`config.mk`:
```
export PLATFORM = sky130hd
export DESIGN_NAME = crc32_frame_receiver
export DESIGN_NICKNAME = d
export VERILOG_FILES = /design/src/sv/crcfr_pkg.sv /design/src/sv/crcfr_fifo.sv /design/src/sv/crcfr_front.sv /design/src/sv/crcfr_back.sv /design/src/sv/crc32_frame_receiver.sv
export VERILOG_INCLUDE_DIRS = /design/src /design/src/sv
export SDC_FILE = /design/constraint.sdc
export NUM_CORES = 1
export LEC_CHECK = 0
export ABC_AREA = 1
export BUFFER_PORTS_ARGS = -buffer_cell sky130_fd_sc_hd__buf_2
export CAP_MARGIN = 20
export CELL_PAD_IN_SITES_DETAIL_PLACEMENT = 1
export CELL_PAD_IN_SITES_GLOBAL_PLACEMENT = 1
export CORE_ASPECT_RATIO = 0.5
export CORE_MARGIN = 8
export CORE_UTILIZATION = 52
export CTS_CLUSTER_SIZE = 20
export DETAILED_ROUTE_END_ITERATION = 16
export PLACE_DENSITY_LB_ADDON = 0.1
export SLEW_MARGIN = 20
export SYNTH_ARGS = -nofsm -noshare
export SYNTH_HDL_FRONTEND = slang
export SYNTH_SLANG_ARGS = --single-unit
export TNS_END_PERCENT = 50
```
`constraint.sdc`:
```
create_clock -name clock -period 12.2 [get_ports clock]
set_clock_uncertainty 0.2 [all_clocks]
set_input_delay 2.44 -clock clock [delete_from_list [all_inputs] [get_ports clock]]
set_output_delay 2.44 -clock clock [all_outputs]
set_load 0.05 [all_outputs]
```
`src/sv/crc32_frame_receiver_defines.svh`:
```
// assertion macros shared by the crc32 frame receiver modules
// no dependencies; modules that assert take this header by include
`ifndef CRC32_FRAME_RECEIVER_DEFINES_SVH
`define CRC32_FRAME_RECEIVER_DEFINES_SVH

`ifndef ASSERT_OFF
// checked on every edge outside reset, clocked by clock
`define CRCFR_ASSERT(lbl, prop) \
   lbl: assert property (@(posedge clock) disable iff (reset) prop) \
      else $error("crcfr assertion failed");
// checked on every edge, reset included
`define CRCFR_ASSERT_ALWAYS(lbl, prop) \
   lbl: assert property (@(posedge clock) prop) \
      else $error("crcfr assertion failed");
`else
`define CRCFR_ASSERT(lbl, prop)
`define CRCFR_ASSERT_ALWAYS(lbl, prop)
`endif

`endif

```
`src/sv/crcfr_pkg.sv`:
```
// types, constants and the byte-wide crc-32 update of the frame receiver
// no dependencies; used by the parser, the checker and the top level
package crcfr_pkg;

   localparam logic [31:0] CRC_POLY = 32'hEDB88320;
   localparam logic [31:0] CRC_INIT = 32'hFFFFFFFF;
   localparam logic [31:0] COUNT_MAX = 32'hFFFFFFFF;

   localparam logic [7:0] FIRST_HDR_RESET = 8'hAA;
   localparam logic [7:0] SECOND_HDR_RESET = 8'h55;

   // register indexes of the configuration port
   localparam logic [7:0] CSR_FIRST_HDR = 8'd0;
   localparam logic [7:0] CSR_SECOND_HDR = 8'd1;

   // header is two sync bytes, sequence (2) and length (1); trailer is the crc
   localparam logic [8:0] HEAD_LEN = 9'd5;
   localparam logic [8:0] FRAME_OVERHEAD = 9'd9;

   // result kinds
   localparam logic [1:0] KIND_PAYLOAD = 2'd0;
   localparam logic [1:0] KIND_GOOD = 2'd1;
   localparam logic [1:0] KIND_BAD = 2'd2;

   // operations queued from the front to the back
   typedef enum logic [2:0] {
      OP_START,
      OP_BYTE,
      OP_PAYLOAD,
      OP_TRAILER,
      OP_LAST
   } crcfr_op_code_type;

   typedef struct packed {
      crcfr_op_code_type code;
      logic [7:0]        data;
      logic [7:0]        index;
      logic [15:0]       seq;
      logic [7:0]        len;
   } crcfr_op_type;

   typedef struct packed {
      logic [1:0]  kind;
      logic [7:0]  data;
      logic [7:0]  index;
      logic [15:0] seq;
      logic [7:0]  len;
      logic [31:0] bad;
   } crcfr_rsp_type;

   function automatic logic [31:0] crc_byte(input logic [31:0] crc, input logic [7:0] b);
      logic [31:0] c;
      c = crc ^ {24'd0, b};
      for (int k = 0; k < 8; k++) begin
         c = c[0] ? ((c >> 1) ^ CRC_POLY) : (c >> 1);
      end
      return c;
   endfunction

endpackage

```
`src/sv/crcfr_fifo.sv`:
```
// small register-based fifo used for the operation queue and the result queue
// no package dependencies
module crcfr_fifo #(
   parameter int WIDTH = 8,
   parameter int DEPTH = 4
) (
   input  logic             clock,
   input  logic             reset,
   input  logic             push,
   input  logic [WIDTH-1:0] wdata,
   output logic             full,
   input  logic             pop,
   output logic [WIDTH-1:0] rdata,
   output logic             empty
);

   localparam int PTR_W = (DEPTH > 1) ? $clog2(DEPTH) : 1;

   logic [WIDTH-1:0] mem_ff [DEPTH];
   logic [PTR_W:0]   wr_ptr_ff, wr_ptr_in;
   logic [PTR_W:0]   rd_ptr_ff, rd_ptr_in;
   logic             do_push, do_pop;

   assign full = (wr_ptr_ff[PTR_W] != rd_ptr_ff[PTR_W])
              && (wr_ptr_ff[PTR_W-1:0] == rd_ptr_ff[PTR_W-1:0]);
   assign empty = (wr_ptr_ff == rd_ptr_ff);
   assign rdata = mem_ff[rd_ptr_ff[PTR_W-1:0]];

   assign do_push = push && !full;
   assign do_pop = pop && !empty;
   assign wr_ptr_in = do_push ? wr_ptr_ff + {{PTR_W{1'b0}}, 1'b1} : wr_ptr_ff;
   assign rd_ptr_in = do_pop ? rd_ptr_ff + {{PTR_W{1'b0}}, 1'b1} : rd_ptr_ff;

   always_ff @(posedge clock) begin
      if (reset) begin
         wr_ptr_ff <= '0;
         rd_ptr_ff <= '0;
      end else begin
         wr_ptr_ff <= wr_ptr_in;
         rd_ptr_ff <= rd_ptr_in;
      end
   end

   always_ff @(posedge clock) begin
      if (do_push) begin
         mem_ff[wr_ptr_ff[PTR_W-1:0]] <= wdata;
      end
   end

endmodule

```
`src/sv/crcfr_front.sv`:
```
// frame parser: header hunt, sequence and length capture, byte classification
// depends on crcfr_pkg and crc32_frame_receiver_defines.svh
`include "crc32_frame_receiver_defines.svh"

module crcfr_front (
   input  logic                  clock,
   input  logic                  reset,
   input  logic                  csr_valid,
   input  logic [7:0]            csr_index,
   input  logic [7:0]            csr_data,
   output logic                  csr_ready,
   input  logic                  req_push,
   input  logic [7:0]            req_data_byte,
   input  logic                  op_full,
   output logic                  op_push,
   output crcfr_pkg::crcfr_op_type op
);

   typedef enum logic [1:0] {
      PH_HUNT,
      PH_HDR2,
      PH_FIELDS,
      PH_BODY
   } phase_type;

   phase_type   phase_ff, phase_in;
   logic [8:0]  pos_ff, pos_in;
   logic [15:0] seq_ff, seq_in;
   logic [7:0]  len_ff, len_in;
   logic [7:0]  hdr1_ff, hdr1_in;
   logic [7:0]  hdr2_ff, hdr2_in;
   logic        accept;
   logic [7:0]  b;
   logic [8:0]  pay_end;
   logic [8:0]  pos_inc;

   assign csr_ready = 1'b1;
   assign accept = req_push && !op_full;
   assign b = req_data_byte;
   assign pay_end = crcfr_pkg::HEAD_LEN + {1'b0, len_ff};
   assign pos_inc = pos_ff + 9'd1;

   always_comb begin
      hdr1_in = hdr1_ff;
      hdr2_in = hdr2_ff;
      if (csr_valid) begin
         if (csr_index == crcfr_pkg::CSR_FIRST_HDR) begin
            hdr1_in = csr_data;
         end else if (csr_index == crcfr_pkg::CSR_SECOND_HDR) begin
            hdr2_in = csr_data;
         end
      end
   end

   always_comb begin
      phase_in = phase_ff;
      pos_in = pos_ff;
      seq_in = seq_ff;
      len_in = len_ff;
      op_push = 1'b0;
      op.code = crcfr_pkg::OP_BYTE;
      op.data = b;
      op.index = '0;
      op.seq = seq_ff;
      op.len = len_ff;
      if (accept) begin
         unique case (phase_ff)
            PH_HUNT: begin
               if (b == hdr1_ff) begin
                  op_push = 1'b1;
                  op.code = crcfr_pkg::OP_START;
                  phase_in = PH_HDR2;
                  pos_in = 9'd1;
               end
            end
            PH_HDR2: begin
               priority if (b == hdr2_ff) begin
                  op_push = 1'b1;
                  op.code = crcfr_pkg::OP_BYTE;
                  phase_in = PH_FIELDS;
                  pos_in = 9'd2;
                  seq_in = '0;
                  len_in = '0;
               end else if (b == hdr1_ff) begin
                  op_push = 1'b1;
                  op.code = crcfr_pkg::OP_START;
                  pos_in = 9'd1;
               end else begin
                  phase_in = PH_HUNT;
                  pos_in = '0;
               end
            end
            PH_FIELDS: begin
               op_push = 1'b1;
               op.code = crcfr_pkg::OP_BYTE;
               pos_in = pos_inc;
               priority if (pos_ff == 9'd2) begin
                  seq_in = {8'd0, b};
               end else if (pos_ff == 9'd3) begin
                  seq_in = {b, seq_ff[7:0]};
               end else begin
                  len_in = b;
                  phase_in = PH_BODY;
               end
            end
            PH_BODY: begin
               op_push = 1'b1;
               pos_in = pos_inc;
               priority if (pos_ff < pay_end) begin
                  op.code = crcfr_pkg::OP_PAYLOAD;
                  op.index = 8'(pos_ff - crcfr_pkg::HEAD_LEN);
               end else if (pos_inc == ({1'b0, len_ff} + crcfr_pkg::FRAME_OVERHEAD)) begin
                  op.code = crcfr_pkg::OP_LAST;
                  phase_in = PH_HUNT;
                  pos_in = '0;
               end else begin
                  op.code = crcfr_pkg::OP_TRAILER;
               end
            end
            default: begin
               phase_in = PH_HUNT;
               pos_in = '0;
            end
         endcase
      end
   end

   always_ff @(posedge clock) begin
      if (reset) begin
         phase_ff <= PH_HUNT;
         pos_ff <= '0;
         seq_ff <= '0;
         len_ff <= '0;
         hdr1_ff <= crcfr_pkg::FIRST_HDR_RESET;
         hdr2_ff <= crcfr_pkg::SECOND_HDR_RESET;
      end else begin
         phase_ff <= phase_in;
         pos_ff <= pos_in;
         seq_ff <= seq_in;
         len_ff <= len_in;
         hdr1_ff <= hdr1_in;
         hdr2_ff <= hdr2_in;
      end
   end

   // inside the body the position never runs past the end of the trailer
   `CRCFR_ASSERT(a_pos_in_frame,
      (phase_ff == PH_BODY) |-> (pos_ff < ({1'b0, len_ff} + crcfr_pkg::FRAME_OVERHEAD)))
   // while hunting only the first sync byte reaches the queue
   `CRCFR_ASSERT(a_hunt_push,
      (op_push && (phase_ff == PH_HUNT)) |-> (req_data_byte == hdr1_ff))

endmodule

```
`src/sv/crcfr_back.sv`:
```
// frame checker: crc-32 accumulation, trailer capture, verdict and bad counter
// depends on crcfr_pkg and crc32_frame_receiver_defines.svh
`include "crc32_frame_receiver_defines.svh"

module crcfr_back (
   input  logic                    clock,
   input  logic                    reset,
   input  logic                    op_empty,
   input  crcfr_pkg::crcfr_op_type op,
   output logic                    op_pop,
   input  logic                    rsp_full,
   output logic                    rsp_push,
   output crcfr_pkg::crcfr_rsp_type rsp
);

   logic [31:0] crc_ff, crc_in;
   logic [31:0] rx_ff, rx_in;
   logic [31:0] bad_ff, bad_in;
   logic [31:0] crc_upd;
   logic [31:0] rx_shift;
   logic        good;

   assign op_pop = !op_empty && !rsp_full;
   assign crc_upd = crcfr_pkg::crc_byte(
      (op.code == crcfr_pkg::OP_START) ? crcfr_pkg::CRC_INIT : crc_ff, op.data);
   assign rx_shift = {op.data, rx_ff[31:8]};
   assign good = (rx_shift == ~crc_ff);

   always_comb begin
      crc_in = crc_ff;
      rx_in = rx_ff;
      bad_in = bad_ff;
      rsp_push = 1'b0;
      rsp.kind = crcfr_pkg::KIND_PAYLOAD;
      rsp.data = op.data;
      rsp.index = op.index;
      rsp.seq = op.seq;
      rsp.len = op.len;
      rsp.bad = bad_ff;
      if (op_pop) begin
         unique case (op.code)
            crcfr_pkg::OP_START, crcfr_pkg::OP_BYTE: begin
               crc_in = crc_upd;
            end
            crcfr_pkg::OP_PAYLOAD: begin
               crc_in = crc_upd;
               rsp_push = 1'b1;
            end
            crcfr_pkg::OP_TRAILER: begin
               rx_in = rx_shift;
            end
            crcfr_pkg::OP_LAST: begin
               rx_in = rx_shift;
               rsp_push = 1'b1;
               rsp.data = '0;
               rsp.index = '0;
               if (good) begin
                  rsp.kind = crcfr_pkg::KIND_GOOD;
               end else begin
                  rsp.kind = crcfr_pkg::KIND_BAD;
                  if (bad_ff != crcfr_pkg::COUNT_MAX) begin
                     bad_in = bad_ff + 32'd1;
                  end
               end
               rsp.bad = bad_in;
            end
            default: begin
               crc_in = crc_ff;
            end
         endcase
      end
   end

   always_ff @(posedge clock) begin
      if (reset) begin
         crc_ff <= crcfr_pkg::CRC_INIT;
         rx_ff <= '0;
         bad_ff <= '0;
      end else begin
         crc_ff <= crc_in;
         rx_ff <= rx_in;
         bad_ff <= bad_in;
      end
   end

   // the bad frame counter only ever moves up
   `CRCFR_ASSERT(a_bad_monotonic, !$past(reset) |-> (bad_ff >= $past(bad_ff)))
   // results are produced only when the result queue has room
   `CRCFR_ASSERT_ALWAYS(a_rsp_room, rsp_push |-> !rsp_full)

endmodule

```
`src/sv/crc32_frame_receiver.sv`:
```
// crc32 frame receiver top level: parser, operation queue, checker, result queue
// depends on crcfr_pkg, crcfr_fifo, crcfr_front and crcfr_back
//
// usage
// - request channel: one received serial byte per request on req_data_byte,
//   taken at a clock edge with req_push high and req_full low
// - result channel: a result waits on the rsp_ ports while rsp_empty is low
//   and leaves at an edge with rsp_pop high; kind 0 is a payload byte with its
//   index, kind 1 a good frame, kind 2 a bad crc frame; sequence, length and
//   the bad frame count ride along with every result
// - configuration: csr_index 0 sets the first sync byte, 1 the second sync
//   byte, other indexes are dropped; csr_ready is always high, and a write
//   takes effect on the next request
// - throughput: one request per cycle while req_full is low; the crc update
//   is a byte-wide unrolled checker step, one byte per cycle unless rsp_full
// - path: a payload byte or verdict passes through the operation queue and
//   the checker into the result queue, whose registered head drives the ports
// - stalls: when the result side stops popping, the result queue and then the
//   operation queue fill, and req_full rises; no request is lost
// - reset: synchronous, active high; the parser goes back to hunting, sync
//   bytes return to 0xaa and 0x55, the bad count clears and both queues empty
module crc32_frame_receiver #(
   parameter int QUEUE_DEPTH = 4,
   parameter int RSP_DEPTH = 2
) (
   input  logic        clock,
   input  logic        reset,
   // configuration port
   input  logic        csr_valid,
   output logic        csr_ready,
   input  logic [7:0]  csr_index,
   input  logic [7:0]  csr_data,
   // request channel
   input  logic        req_push,
   output logic        req_full,
   input  logic [7:0]  req_data_byte,
   // result channel
   output logic        rsp_empty,
   input  logic        rsp_pop,
   output logic [1:0]  rsp_kind,
   output logic [7:0]  rsp_payload_data,
   output logic [7:0]  rsp_payload_index,
   output logic [15:0] rsp_sequence_number,
   output logic [7:0]  rsp_payload_length,
   output logic [31:0] rsp_bad_frames
);

   localparam int OP_W = $bits(crcfr_pkg::crcfr_op_type);
   localparam int RSP_W = $bits(crcfr_pkg::crcfr_rsp_type);

   // parser to operation queue
   crcfr_pkg::crcfr_op_type  op_wr;
   logic                     op_push;
   logic                     op_full;
   // operation queue to checker
   crcfr_pkg::crcfr_op_type  op_head;
   logic                     op_pop;
   logic                     op_empty;
   // checker to result queue
   crcfr_pkg::crcfr_rsp_type rsp_wr;
   crcfr_pkg::crcfr_rsp_type rsp_head;
   logic                     rsp_push;
   logic                     rsp_full;

   // the request side backs up only on the operation queue
   assign req_full = op_full;

   crcfr_front u_front (
      .clock         (clock),
      .reset         (reset),
      .csr_valid     (csr_valid),
      .csr_index     (csr_index),
      .csr_data      (csr_data),
      .csr_ready     (csr_ready),
      .req_push      (req_push),
      .req_data_byte (req_data_byte),
      .op_full       (op_full),
      .op_push       (op_push),
      .op            (op_wr)
   );

   // decouples parsing from checking so either side can stall
   crcfr_fifo #(
      .WIDTH (OP_W),
      .DEPTH (QUEUE_DEPTH)
   ) u_op_queue (
      .clock (clock),
      .reset (reset),
      .push  (op_push),
      .wdata (op_wr),
      .full  (op_full),
      .pop   (op_pop),
      .rdata (op_head),
      .empty (op_empty)
   );

   crcfr_back u_back (
      .clock    (clock),
      .reset    (reset),
      .op_empty (op_empty),
      .op       (op_head),
      .op_pop   (op_pop),
      .rsp_full (rsp_full),
      .rsp_push (rsp_push),
      .rsp      (rsp_wr)
   );

   // result queue: registered output, lets the checker run while a result waits
   crcfr_fifo #(
      .WIDTH (RSP_W),
      .DEPTH (RSP_DEPTH)
   ) u_rsp_queue (
      .clock (clock),
      .reset (reset),
      .push  (rsp_push),
      .wdata (rsp_wr),
      .full  (rsp_full),
      .pop   (rsp_pop),
      .rdata (rsp_head),
      .empty (rsp_empty)
   );

   assign rsp_kind = rsp_head.kind;
   assign rsp_payload_data = rsp_head.data;
   assign rsp_payload_index = rsp_head.index;
   assign rsp_sequence_number = rsp_head.seq;
   assign rsp_payload_length = rsp_head.len;
   assign rsp_bad_frames = rsp_head.bad;

endmodule
```
## Word level (Yosys, flattened, before mapping)

Memory sizes are Yosys's and may differ from the RTL's. A register that Yosys moved wholly into a read port is not among the register bits.
Cells that the tools add are included.

| cells by class | value |
|---|---|
| equal/unequal tests | 30 |
| magnitude comparators | 1 |
| multiplexer cells | 61 |
| $add $sub $neg | 9 |
| bitwise logic cells | 11 |
| reductions and logical operators | 29 |

Operators with widths:

| operator | number |
|---|---|
| 32-bit two-way mux | 13 |
| 13-bit inverter with 14-bit output | 8 |
| 16-bit two-way mux | 3 |
| 8-bit two-way mux | 6 |
| 18-bit two-way mux | 2 |
| 9-bit two-way mux | 4 |
| 9-bit case mux with 4 select lines | 1 |
| 32-bit by 1-bit adder with 32-bit output, second input constant | 1 |
| 32-bit equality test | 1 |
| 32-bit != test, second input constant | 1 |
| 32-bit inverter | 1 |
| 16-bit case mux with 2 select lines | 1 |
| 32-bit by 8-bit XOR with 32-bit output | 1 |
| 2-bit two-way mux | 10 |
| 9-bit by 2-bit equality test with 1-bit output, second input constant | 2 |
| 8-bit equality test | 2 |
| 8-bit case mux with 2 select lines | 1 |
| 1-bit two-way mux | 13 |
| 3-bit two-way mux | 4 |
| 3-bit case mux with 4 select lines | 1 |
| 3-bit by 8-bit adder with 9-bit output, first input constant | 1 |
| 8-bit by 4-bit adder with 9-bit output, second input constant | 1 |
| 9-bit by 1-bit adder with 9-bit output, second input constant | 1 |
| 9-bit equality test | 1 |
| other kinds (34) | 61 |

| storage, ports and cells | value |
|---|---|
| output and inout port bits | 77 |
| flip-flop bits (word level) | 157 |
| memories kept | 2 |
| memory bits (writable) | 320 |

Memory list:

| name | words | bits a word | read ports | clocked after Yosys merged registers in | write ports | line | RTL |
|---|---|---|---|---|---|---|---|
| u_op_queue.mem_ff | 4 | 43 | 1 | 1 | 1 | crcfr_fifo.sv:19 | `logic [WIDTH-1:0] mem_ff [DEPTH];` |
| u_rsp_queue.mem_ff | 2 | 74 | 1 | 1 | 1 | crcfr_fifo.sv:19 |  |

## Logic depth before layout (Yosys ltp)

Gate-level depths: netlist of run 1.

| logic depth | value |
|---|---|
| depth in word-level cells | 19 |
| depth in mapped cells | 19 |
| depth with buffers taken out | 18 |

## By module

From an unflattened synthesis of run 1, not the netlist that was laid out.

| second synthesis, totals | value |
|---|---|
| cell total of the unflattened synthesis | 2329 |
| area total of the unflattened synthesis | 22420.3 um2 |

By module, submodules not included:

| module | cells an instance | sequential area each (um2) | area an instance (um2) | times used |
|---|---|---|---|---|
| crcfr_fifo (u_op_queue) | 491 | 5325.1 | 6879.1 | 1 |
| crcfr_back | 1039 | 1761.7 | 6252.2 | 1 |
| crcfr_fifo (u_rsp_queue) | 277 | 4544.4 | 5851.9 | 1 |
| crcfr_front | 522 | 1021.0 | 3437.0 | 1 |

## Worst setup path before layout of run 1

No wires, ideal clock.

| timing | value |
|---|---|
| kind | input port to flip-flop |
| start point | in req_data_byte[0] |
| end point | mem u_op_queue.mem_ff[3][0] in the netlist's numbering, enable pin |
| arrival time | 5.191 ns |
| data required time | 11.553 ns |
| buffers on the path | 0 |
| stages | 10 |
| setup slack | 6.362 ns |
| path through | inv_1 or2_2 nand3_1 nor2_1 nand2_1 nand2_1 nand2_1 inv_1 o21ai_1 nor2_1 |

| on the way | value |
|---|---|
| longest elaborated chain between the ends | 8 |

RTL lines:

| what | line | RTL |
|---|---|---|
| start, declared | crc32_frame_receiver.sv:36 | `input logic [7:0] req_data_byte,` |
| 8-bit equality test | crcfr_front.sv:69, crcfr_front.sv:84 |  |
| 1-bit two-way mux | crcfr_front.sv:69, crcfr_front.sv:84 |  |
| 1-bit two-way mux | crcfr_front.sv:77 | `priority if (b == hdr2_ff) begin` |
| 1-bit case mux with 3 select lines (*) | crcfr_front.sv:67 | `unique case (phase_ff)` |
| 1-bit two-way mux (*) | crcfr_front.sv:66 | `if (accept) begin` |
| 1-bit logical AND (*) | crcfr_fifo.sv:29 | `assign do_push = push && !full;` |
| 1-bit two-way mux (*) | crcfr_fifo.sv:45 | `if (do_push) begin` |
| 1-bit two-way mux (implied by the code) (*) | crcfr_fifo.sv:46 | `mem_ff[wr_ptr_ff[PTR_W-1:0]] <= wdata;` |
| end, declared | crcfr_fifo.sv:19 |  |

Every way passes the cells marked *; elsewhere a longest branch is shown, timed or not.

## Worst setup path in the final report of run 1

| timing | value |
|---|---|
| start point | in req_data_byte[2] |
| end point | mem u_op_queue.mem_ff[0][11] in the netlist's numbering, enable pin |

The elaborated chain is that of the path after synthesis.

==> impl_metrics.ini, run 1 <==
[power_and_ir_drop]
power.switching_mw = 2.661
vdd_ir_drop_max_mv = 0.1664
power_density_nw_per_um2 = 251.4
p_leak_nw = 9.560
switching_share = 0.4300
seq_power_share = 0.335
clkPwrFrac = 0.241
pwr-share-comb = 0.425
internal_power_mw = 3.528

[critical_path]
rr_endpoint = u_rsp_queue.mem_ff[0][46]$_DFFE_PP_
crit_end = u_op_queue.mem_ff[0][11]$_DFFE_PP_
r2r_slack_ns = 7.03
r2r_cells = 11
start_kind = primary input
path_max_fanout = 29
crit_arrival_ns = 5.19
worst-setup-path-type = primary input to flip-flop
required_ns = 12.20
cp-startpoint = req_data_byte[2]
cp-end-kind = flip-flop

[logic_synthesis]
synth_cells = 2354
synthFlopType = edfxtp_1
avgSynthCellArea_um2 = 9.343
synthArstFlopShare = 0
ys_ff_latch = 472
yosys.area.top_type = edfxtp_1
synthTopCellsByArea = edfxtp_1, dfxtp_1, nand2_1
syn_nets = 2406
yosysMostFrequentCell = nand2_1
synth.distinct_cells = 49
synth_edf_count = 320
yosysWarnings = 0
yosys-top-cells-count = nand2_1, edfxtp_1, nor2_1, inv_1, dfxtp_1
syn_area_um2 = 21990
yosysSeqAreaShare = 0.5753
netlist.area_leader.share = 0.4369

[sta]
finalSetupTns_ns = 0
worst_pin_slew_ns = 1.051
max_slew_margin = 0.2983
setup_violations = 0
rsz0062_at_grt = false
fin_crit_sh = 0.4248
hold_viol = 0
fmax_mhz = 192.9
slew_violations = 0
finalCriticalPeriod_ns = 5.183

[layout]
diodes = 0
multi_input_area_um2 = 8248
fin_util = 0.5883
fin_nets = 2488
drive_above_1_share = 0.1327
ff_latch_area_um2 = 12660
fillers = 4785
syn_to_final_growth_pct = 11.92

[cts]
clock_sinks = 472
cts_tree = done
post_cts.repair.setup_buffers = 0
cts_buffers = 44
clk_path_buf_depth = 3
path_clk_slew_ns = 0.06
cts-resized-gates = 0
postCtsHoldBufs = 0
cts-root-buf = clkbuf_16
cts_max_level = 2
insertion_delay_ns = 0.57

[die]
initial_utilization = 0.5256
die-area_um2 = 49530
die_y_um = 161.4
core_um2 = 41840
fp.dieW_um = 306.8
ios = 106
rows = 53

[routing]
first_pass_iters = 7
wl_um = 63920
drtIter0Drc = 1229
dr_total_vias = 17250
via_per_inst = 5.657
wire_per_inst_um = 20.97
antenna_left = 0
drcViolationCount = 0

[global_routing]
grt.overflow.total = 0
grt_pass1_vias = 17960
grt_max_degree = 87
track_usage = 0.2519
grt_pass1_wl_um = 99960
antenna_found_initial = 0

[hold_path]
holdCritPathClass = flip-flop to flip-flop

[run]
cap_violations = 0

[placed_design]
place_hpwl_um = 43620
io_buffer_count = 104
place.gp.congestion = 0.9197

[run_status]
outcome = finished clean
[worst min-delay path by stage]
stage                                        startpoint                       endpoint  slack [ns]  cells past startpoint
after floorplan           u_back.rx_ff[14]$_SDFFE_PP0P_  u_back.rx_ff[14]$_SDFFE_PP0P_        0.24                      2
after global placement     u_back.rx_ff[9]$_SDFFE_PP0P_   u_back.rx_ff[9]$_SDFFE_PP0P_        0.25                      2
after detailed placement  u_back.rx_ff[15]$_SDFFE_PP0P_  u_back.rx_ff[15]$_SDFFE_PP0P_        0.25                      2
after CTS                 u_back.rx_ff[15]$_SDFFE_PP0P_  u_back.rx_ff[15]$_SDFFE_PP0P_        0.27                      2
after global routing      u_back.rx_ff[13]$_SDFFE_PP0P_  u_back.rx_ff[13]$_SDFFE_PP0P_        0.28                      2
final                     u_back.rx_ff[15]$_SDFFE_PP0P_  u_back.rx_ff[15]$_SDFFE_PP0P_        0.26                      2
[through the flow]
stage               cell area (µm²)  worst slack, ns  power (mW)  hold WS [ns]  std cells
floorplan                     21990            6.362       4.035        0.2371       2354
global placement              23060            6.648       4.632        0.2464       2967
detailed placement            23060            6.527       4.715        0.2547       2967
CTS                           24610            7.050       6.213        0.2652       3049
global route                  24610            6.702       6.492        0.2832       3049
finish                        24610            7.017       6.189        0.2619       3049
[metal layers]
layer | global-route usage | part of all wire | wire length [µm]
met1 | 0.3381 | 0.45 | 28780
met2 | 0.4329 | 0.48 | 30880
met3 | 0.03672 | 0.048 | 3096
met4 | 0.05540 | 0.018 | 1171
met5 | 0 | 0 | 0
[critical path, stage by stage]
cell and delay [ns]:
buf_2 0.17, xnor2_1 0.13, nand2_1 0.06, nor2_1 0.16
nand2_1 0.16, nand2_1 0.09, nand2_1 0.21, inv_1 0.19
o21ai_1 0.34, nor2_4 0.67, buf_4 0.52
[sequential cells by signal (all words and copies together), names as in the netlist, named ones only]
| name | cells |
|---|---|
| u_front.hdr1_ff | 8 |
| u_op_queue.rd_ptr_ff | 3 |
| u_front.phase_ff | 1 |
| u_rsp_queue.mem_ff | 148 |
| u_front.hdr2_ff | 8 |
| u_back.crc_ff | 32 |
| u_rsp_queue.rd_ptr_ff | 2 |
| u_op_queue.wr_ptr_ff | 3 |
| u_front.pos_ff | 9 |
| u_front.seq_ff | 16 |
| u_front.len_ff | 8 |
| u_back.rx_ff | 24 |
| u_op_queue.mem_ff | 172 |
| u_rsp_queue.wr_ptr_ff | 2 |
| u_back.bad_ff | 32 |
[power by group through the flow]
stage | combinational (mW) | sequential, mW | clock, mW
detailed placement | 2.61 | 2.11 | 0
floorplan | 1.97 | 2.06 | 0
finish | 2.63 | 2.07 | 1.49
global route | 2.84 | 2.09 | 1.56
global placement | 2.54 | 2.09 | 0
CTS | 2.63 | 2.07 | 1.51
[cell families (layout without fill, tap and decap cells)]
kind of cell / after synthesis / in the layout / share of synthesized area
buffers and inverters: 293 / 411 / 0.05183
AOI/OAI and AO/OA: 334 / 334 / 0.07999
and+or+nand+nor: 1079 / 1079 / 0.2081
xor gates and xnor gates: 78 / 78 / 0.03362
muxes: 74 / 74 / 0.03789
other: 1 / 1 / 0.0001705
adders and majority gates: 23 / 23 / 0.01309
DFF: 472 / 472 / 0.5753
[layout make-up]
type / instances / area share
inverters: 206 / 0.03141
clock buffers: 56 / 0.04997
clock inverters: 26 / 0.01306
multi-input cells: 1589 / 0.3351
well taps: 577 / 0.02933
flip-flops and latches: 472 / 0.5142
repair buffers: 123 / 0.02694
[cells in the final DEF (no fill, tap or decap), drive strengths merged, types with 2 or more instances in the layout]
master,Yosys,final
o21ai,145,145
o2111ai,2,2
nor4,5,5
clkinv,0,13
a211oi,2,2
nor3,19,19
o221ai,4,4
a31oi,2,2
mux2,74,74
and2,2,2
clkinvlp,0,4
a21oi,144,144
nand3,130,130
ha,23,23
buf,19,123
nand4,49,49
xnor2,39,39
clkbuf,68,56
xor2,39,39
dfxtp,152,152
nor3b,3,3
o22ai,24,24
nor2,244,244
nand2,601,601
bufinv,0,6
or2,10,10
o211ai,8,8
nand3b,14,14
inv,206,209
edfxtp,320,320
Note: power is estimated with default switching activity, not from simulation.
==> run 2, diff against run 1 <==
--- a/config.mk
+++ b/config.mk
@@ -13,7 +13,7 @@
 export CELL_PAD_IN_SITES_GLOBAL_PLACEMENT = 1
 export CORE_ASPECT_RATIO = 0.5
 export CORE_MARGIN = 8
-export CORE_UTILIZATION = 52
+export CORE_UTILIZATION = 48
 export CTS_CLUSTER_SIZE = 20
 export DETAILED_ROUTE_END_ITERATION = 16
 export PLACE_DENSITY_LB_ADDON = 0.1
==> constraint.sdc (replaced) <==
create_clock -name clock -period 4.9 [get_ports clock]
set_clock_uncertainty 0.2 [all_clocks]
set_input_delay 0.98 -clock clock [delete_from_list [all_inputs] [get_ports clock]]
set_output_delay 0.98 -clock clock [all_outputs]
set_load 0.05 [all_outputs]
==> run 2 against run 1 <==
Final area increased by 0.19%; die area is 7.7% higher; flip-flop and latch count did not move; largest power group unchanged.
==> impl_metrics.ini, run 2 (synthesis gave the netlist of run 1 again) <==
[power_and_ir_drop]
switching_share = 0.4306
p_leak_nw = 9.570
power_density_nw_per_um2 = 617.4
vdd_ir_drop_max_mv = 0.3672
power.switching_mw = 6.556
pwr-share-comb = 0.427
finalPower_mw = 15.23
internal_power_mw = 8.671
seq_power_share = 0.343
clkPwrFrac = 0.229

[sta]
finalCriticalPeriod_ns = 4.214
fin_crit_sh = 0.8601
slew_violations = 0
finalSetupTns_ns = 0
hold_viol = 0
worst_pin_slew_ns = 1.047
fmax_mhz = 237.3
setup_violations = 0
max_slew_margin = 0.2973
rsz0062_at_grt = false

[layout]
final_cell_area_um2 = 24660
final_common_cell = nand2_1
largest_reg_flops = 172
syn_to_final_growth_pct = 12.14
fin_util = 0.5455
fillers = 5149
diodes = 0
fin_nets = 2496
drive_above_1_share = 0.1340
final_cell_mix = nand2_1, edfxtp_1, nor2_1

[critical_path]
crit_top_cell = buf_4
rr_endpoint = u_rsp_queue.mem_ff[1][45]$_DFFE_PP_
required_ns = 4.90
r2r_cells = 11
crit_arrival_ns = 4.22
start_kind = flip-flop
path_max_fanout = 66
worst-setup-path-type = flip-flop to flip-flop
crit_path_cell_trace = buf_4 -> nand2_1 -> nand3_2 -> nand2_2 -> nor2_2 -> buf_4 -> inv_2 -> nor2_4 -> a31oi_1 -> nor2_4 -> buf_4
slowest_delay_ns = 0.63
cp-end-kind = flip-flop
cp_slowest_cell = buf_4
r2r_slack_ns = 0.69

[die]
initial_utilization = 0.4864
ios = 106
die-area_um2 = 53340
core_um2 = 45210
fp.dieW_um = 318.7
die_y_um = 167.4
rows = 55

[routing]
wire_per_inst_um = 20.51
drtIter0Drc = 1343
dr_total_vias = 17010
drcViolationCount = 0
first_pass_iters = 5
antenna_left = 0
wl_um = 63090
via_per_inst = 5.529

[hold_path]
hold_path_startpoint = u_back.rx_ff[15]$_SDFFE_PP0P_
holdCritPathClass = flip-flop to flip-flop
holdPathEnd = u_back.rx_ff[15]$_SDFFE_PP0P_
holdPathStages = 2

[global_routing]
track_usage = 0.2321
grt.overflow.total = 0
grt_max_degree = 67
grt_pass1_wl_um = 99980
grt_pass1_vias = 17710
antenna_found_initial = 0

[placed_design]
place_area_um2 = 23220
io_buffer_count = 104
place_hpwl_um = 44110
place.gp.congestion = 0.8785

[run_status]
outcome = finished clean

[cts]
path_clk_slew_ns = 0.07
post_cts.repair.setup_buffers = 0
cts-resized-gates = 0
postCtsHoldBufs = 0
insertion_delay_ns = 0.57
cts-root-buf = clkbuf_16
clk_path_buf_depth = 3
cts_tree = done
cts_buffers = 43
clock_sinks = 472
cts_max_level = 2

[run]
cap_violations = 0
[run 2: cell types whose count changed in the layout (fill, tap and decap cells not counted)]
| cell | before | now |
|---|---|---|
| buf_12 | 0 | 5 |
| buf_4 | 19 | 23 |
| bufinv_16 | 6 | 4 |
| clkbuf_1 | 7 | 10 |
| clkbuf_16 | 47 | 45 |
| clkbuf_8 | 2 | 4 |
| clkinv_1 | 2 | 1 |
| clkinv_4 | 0 | 1 |
| clkinvlp_2 | 1 | 0 |
| clkinvlp_4 | 3 | 2 |
| inv_16 | 1 | 0 |
| inv_8 | 1 | 0 |
[run 2: layer usage]
metal,vias up,track usage,wire (µm)
li1,8112,-,-
met1,8498,0.3175,29120
met2,328,0.3975,30330
met3,70,0.03140,2732
met4,0,0.04162,908
met5,-,0,0
[run 2: final cells by class]
| type | count | area [µm²] | area share |
|---|---|---|---|
| flip-flops and latches | 472 | 12660 | 0.5132 |
| multi-input cells | 1589 | 8248 | 0.3344 |
| clock buffers | 59 | 1219 | 0.04942 |
| repair buffers | 132 | 793.3 | 0.03217 |
| inverters | 206 | 773.2 | 0.03135 |
| well taps | 598 | 748.2 | 0.03034 |
| clock inverters | 20 | 222.7 | 0.009031 |
[run 2: per-stage QoR]
| stage | hold WS (ns) | worst slack [ns] | std cells |
|---|---|---|---|
| 5_1_grt | 0.2978 | 0.3433 | 3076 |
| 2_1_floorplan | 0.2371 | -0.2398 | 2354 |
| 3_3_place_gp | 0.2502 | 0.8263 | 2997 |
| 6_report | 0.2596 | 0.6856 | 3076 |
| 4_1_cts | 0.2637 | 0.6406 | 3076 |
| 3_5_place_dp | 0.2534 | 0.6367 | 2997 |
[run 2: worst max-delay path: cells and delay by family, from the launching register on]
family | cells | cell delay, ns
AO/OA/AOI/OAI | 1 | 0.23
buffers and inverters | 4 | 1.45
flip-flops | 1 | 0.60
AND/OR/NAND/NOR | 6 | 1.30
[run 2: how the worst max path moves through the flow]
stage | end | slack [ns] | cells after the start
global route | u_rsp_queue.mem_ff[1][45]$_DFFE_PP_ | 0.34 | 11
detailed placement | u_rsp_queue.mem_ff[1][40]$_DFFE_PP_ | 0.64 | 11
CTS | u_rsp_queue.mem_ff[1][28]$_DFFE_PP_ | 0.64 | 11
floorplan | u_rsp_queue.mem_ff[0][0]$_DFFE_PP_ | -0.24 | 11
finish | u_rsp_queue.mem_ff[1][45]$_DFFE_PP_ | 0.69 | 11
global placement | u_rsp_queue.mem_ff[1][44]$_DFFE_PP_ | 0.83 | 11
[run 2: power by group through the flow]
stage / clock network (mW) / logic, mW / registers, mW
floorplan: 0 / 4.91 / 5.13
global placement: 0 / 6.34 / 5.29
detailed placement: 0 / 6.49 / 5.32
CTS: 3.56 / 6.54 / 5.24
global route: 3.69 / 7.08 / 5.29
finish: 3.49 / 6.51 / 5.23
==> run 3, diff against run 2 <==
--- a/config.mk
+++ b/config.mk
@@ -11,9 +11,9 @@
 export CAP_MARGIN = 20
 export CELL_PAD_IN_SITES_DETAIL_PLACEMENT = 1
 export CELL_PAD_IN_SITES_GLOBAL_PLACEMENT = 1
-export CORE_ASPECT_RATIO = 0.5
+export CORE_ASPECT_RATIO = 1.4
 export CORE_MARGIN = 8
-export CORE_UTILIZATION = 48
+export CORE_UTILIZATION = 52
 export CTS_CLUSTER_SIZE = 20
 export DETAILED_ROUTE_END_ITERATION = 16
 export PLACE_DENSITY_LB_ADDON = 0.1
==> constraint.sdc (replaced) <==
create_clock -name clock -period 5.3 [get_ports clock]
set_clock_uncertainty 0.2 [all_clocks]
set_input_delay 1.06 -clock clock [delete_from_list [all_inputs] [get_ports clock]]
set_output_delay 1.06 -clock clock [all_outputs]
set_load 0.05 [all_outputs]
==> run 3 against run 2 <==
Register-to-register slack better by 0.14 ns; count of clock-buffer cells in the layout is 4 lower; global-route usage is 2.2 points higher; maximum frequency is 5.8% lower; final area is 0.16% higher; sequential share of layout area is 0.083 points lower; hold slack better by 0.0074 ns; core utilization is 4.3 points higher; total power is 5.1% lower; die area is 7.7% lower; highest routed layer unchanged.
==> impl_metrics.ini, run 3 (synthesis gave the netlist of run 1 again) <==
[critical_path]
path_max_fanout = 28
worst-setup-path-type = flip-flop to flip-flop
required_ns = 5.43
start_kind = flip-flop
crit_path_cell_trace = inv_2 -> nand2_1 -> nand3_1 -> nand2_2 -> nand2_1 -> nor2_2 -> inv_2 -> nor2_4 -> inv_2 -> nor3_2 -> nand3_1 -> nand2_1 -> inv_1
cp-end-kind = flip-flop
r2r_cells = 13
slowest_delay_ns = 0.76
cp_num_cells = 13
cp_slowest_cell = nor3_2
cp_num_buf_inv = 4
crit_arrival_ns = 4.60
critical-path-top-delay-family = simple AND/OR/NAND/NOR gates

[layout]
final_common_cell = nand2_1
fin_util = 0.5884
largest_reg_flops = 172
fin_nets = 2490
multi_input_area_um2 = 8253
syn_to_final_growth_pct = 12.32
final_cell_area_um2 = 24700
drive_above_1_share = 0.1345
diodes = 0
ff_latch_area_um2 = 12660
instances_no_fill = 3021
fillers = 4807
final_cell_mix = nand2_1, edfxtp_1, nor2_1

[global_routing]
grt.overflow.total = 0
grt_max_degree = 84
grt_pass1_wl_um = 98900
grt_pass1_vias = 18170
track_usage = 0.2544
antenna_found_initial = 0

[die]
ios = 106
die_y_um = 259.3
initial_utilization = 0.5239
die-area_um2 = 49220
fp.dieW_um = 189.8
core_um2 = 41980
rows = 89

[cts]
post_cts.repair.setup_buffers = 0
cts_max_level = 2
clk_path_buf_depth = 3
cts_tree = done
cts-resized-gates = 0
insertion_delay_ns = 0.59
cts-root-buf = clkbuf_16
postCtsHoldBufs = 0
path_clk_slew_ns = 0.07
cts_buffers = 45
clock_sinks = 472

[routing]
drtIter0Drc = 953
first_pass_iters = 5
via_per_inst = 5.669
drcViolationCount = 0
antenna_left = 0
dr_total_vias = 17130
wire_per_inst_um = 20.86
wl_um = 63010

[placed_design]
dp_cells = 2937
place_area_um2 = 23040
place_hpwl_um = 43220
place.gp.congestion = 0.8770
io_buffer_count = 104
dp_slack_ns = 0.9473

[run_status]
outcome = finished clean

[power_and_ir_drop]
finalPower_mw = 14.45
power_density_nw_per_um2 = 584.8
vdd_ir_drop_max_mv = 0.4743
p_leak_nw = 9.607

[sta]
slew_violations = 0
fin_ws_ns = 0.8283
finalCriticalPeriod_ns = 4.472
rsz0062_at_grt = false
fin_crit_sh = 0.8437
worst_pin_slew_ns = 1.086
max_slew_margin = 0.2761
setup_violations = 0
holdWs_ns = 0.2670
finalSetupTns_ns = 0
fmax_mhz = 223.6
hold_viol = 0

[run]
cap_violations = 0

[hold_path]
holdCritPathClass = flip-flop to flip-flop
holdPathStages = 2
## run 3: cell types whose count changed in the layout (fill, tap and decap cells not counted), sizes merged
cell	change
inv	+1
clkinvlp	+3
clkinv	-1
bufinv	+6
buf	-8
clkbuf	-4
## run 3: final cells by class
| type | instances | share of cell area |
|---|---|---|
| Clock buffer | 55 | 0.04873 |
| Clock inverter | 29 | 0.01864 |
| Inverter | 206 | 0.03130 |
| Multi-Input combinational cell | 1589 | 0.3341 |
| Sequential cell | 472 | 0.5124 |
| Tap cell | 546 | 0.02766 |
| Timing Repair Buffer | 124 | 0.02715 |
## run 3: worst min-delay path: stages, from the launching register on
cell and delay [ns]:
dfxtp_1 0.32, inv_1 0.05, a21oi_1 0.05
## run 3: power breakdown
part | total, mW | switching [mW] | internal, mW
clock | 3.59 | 1.46 | 2.13
sequential | 4.88 | 0.376 | 4.51
combinational | 5.97 | 4.31 | 1.66
total | 14.4 | 6.15 | 8.30
## run 3: worst paths after layout
check | startpoint | endpoint | slack, ns
setup / recovery | flip-flop | u_rsp_queue.mem_ff[1][7]$_DFFE_PP_ | 0.83
hold / removal | u_back.rx_ff[15]$_SDFFE_PP0P_ | u_back.rx_ff[15]$_SDFFE_PP0P_ | 0.27
setup reg to reg | flip-flop | u_rsp_queue.mem_ff[1][7]$_DFFE_PP_ | 0.83
hold reg to reg | u_back.rx_ff[15]$_SDFFE_PP0P_ | u_back.rx_ff[15]$_SDFFE_PP0P_ | 0.27
## run 3: metal layers
metal | vias up | wire, µm | global-route usage
li1 | 8120 | - | -
met1 | 8434 | 25220 | 0.2966
met2 | 425 | 32910 | 0.4657
met3 | 147 | 2626 | 0.03454
met4 | 0 | 2249 | 0.09856
met5 | - | 0 | 0
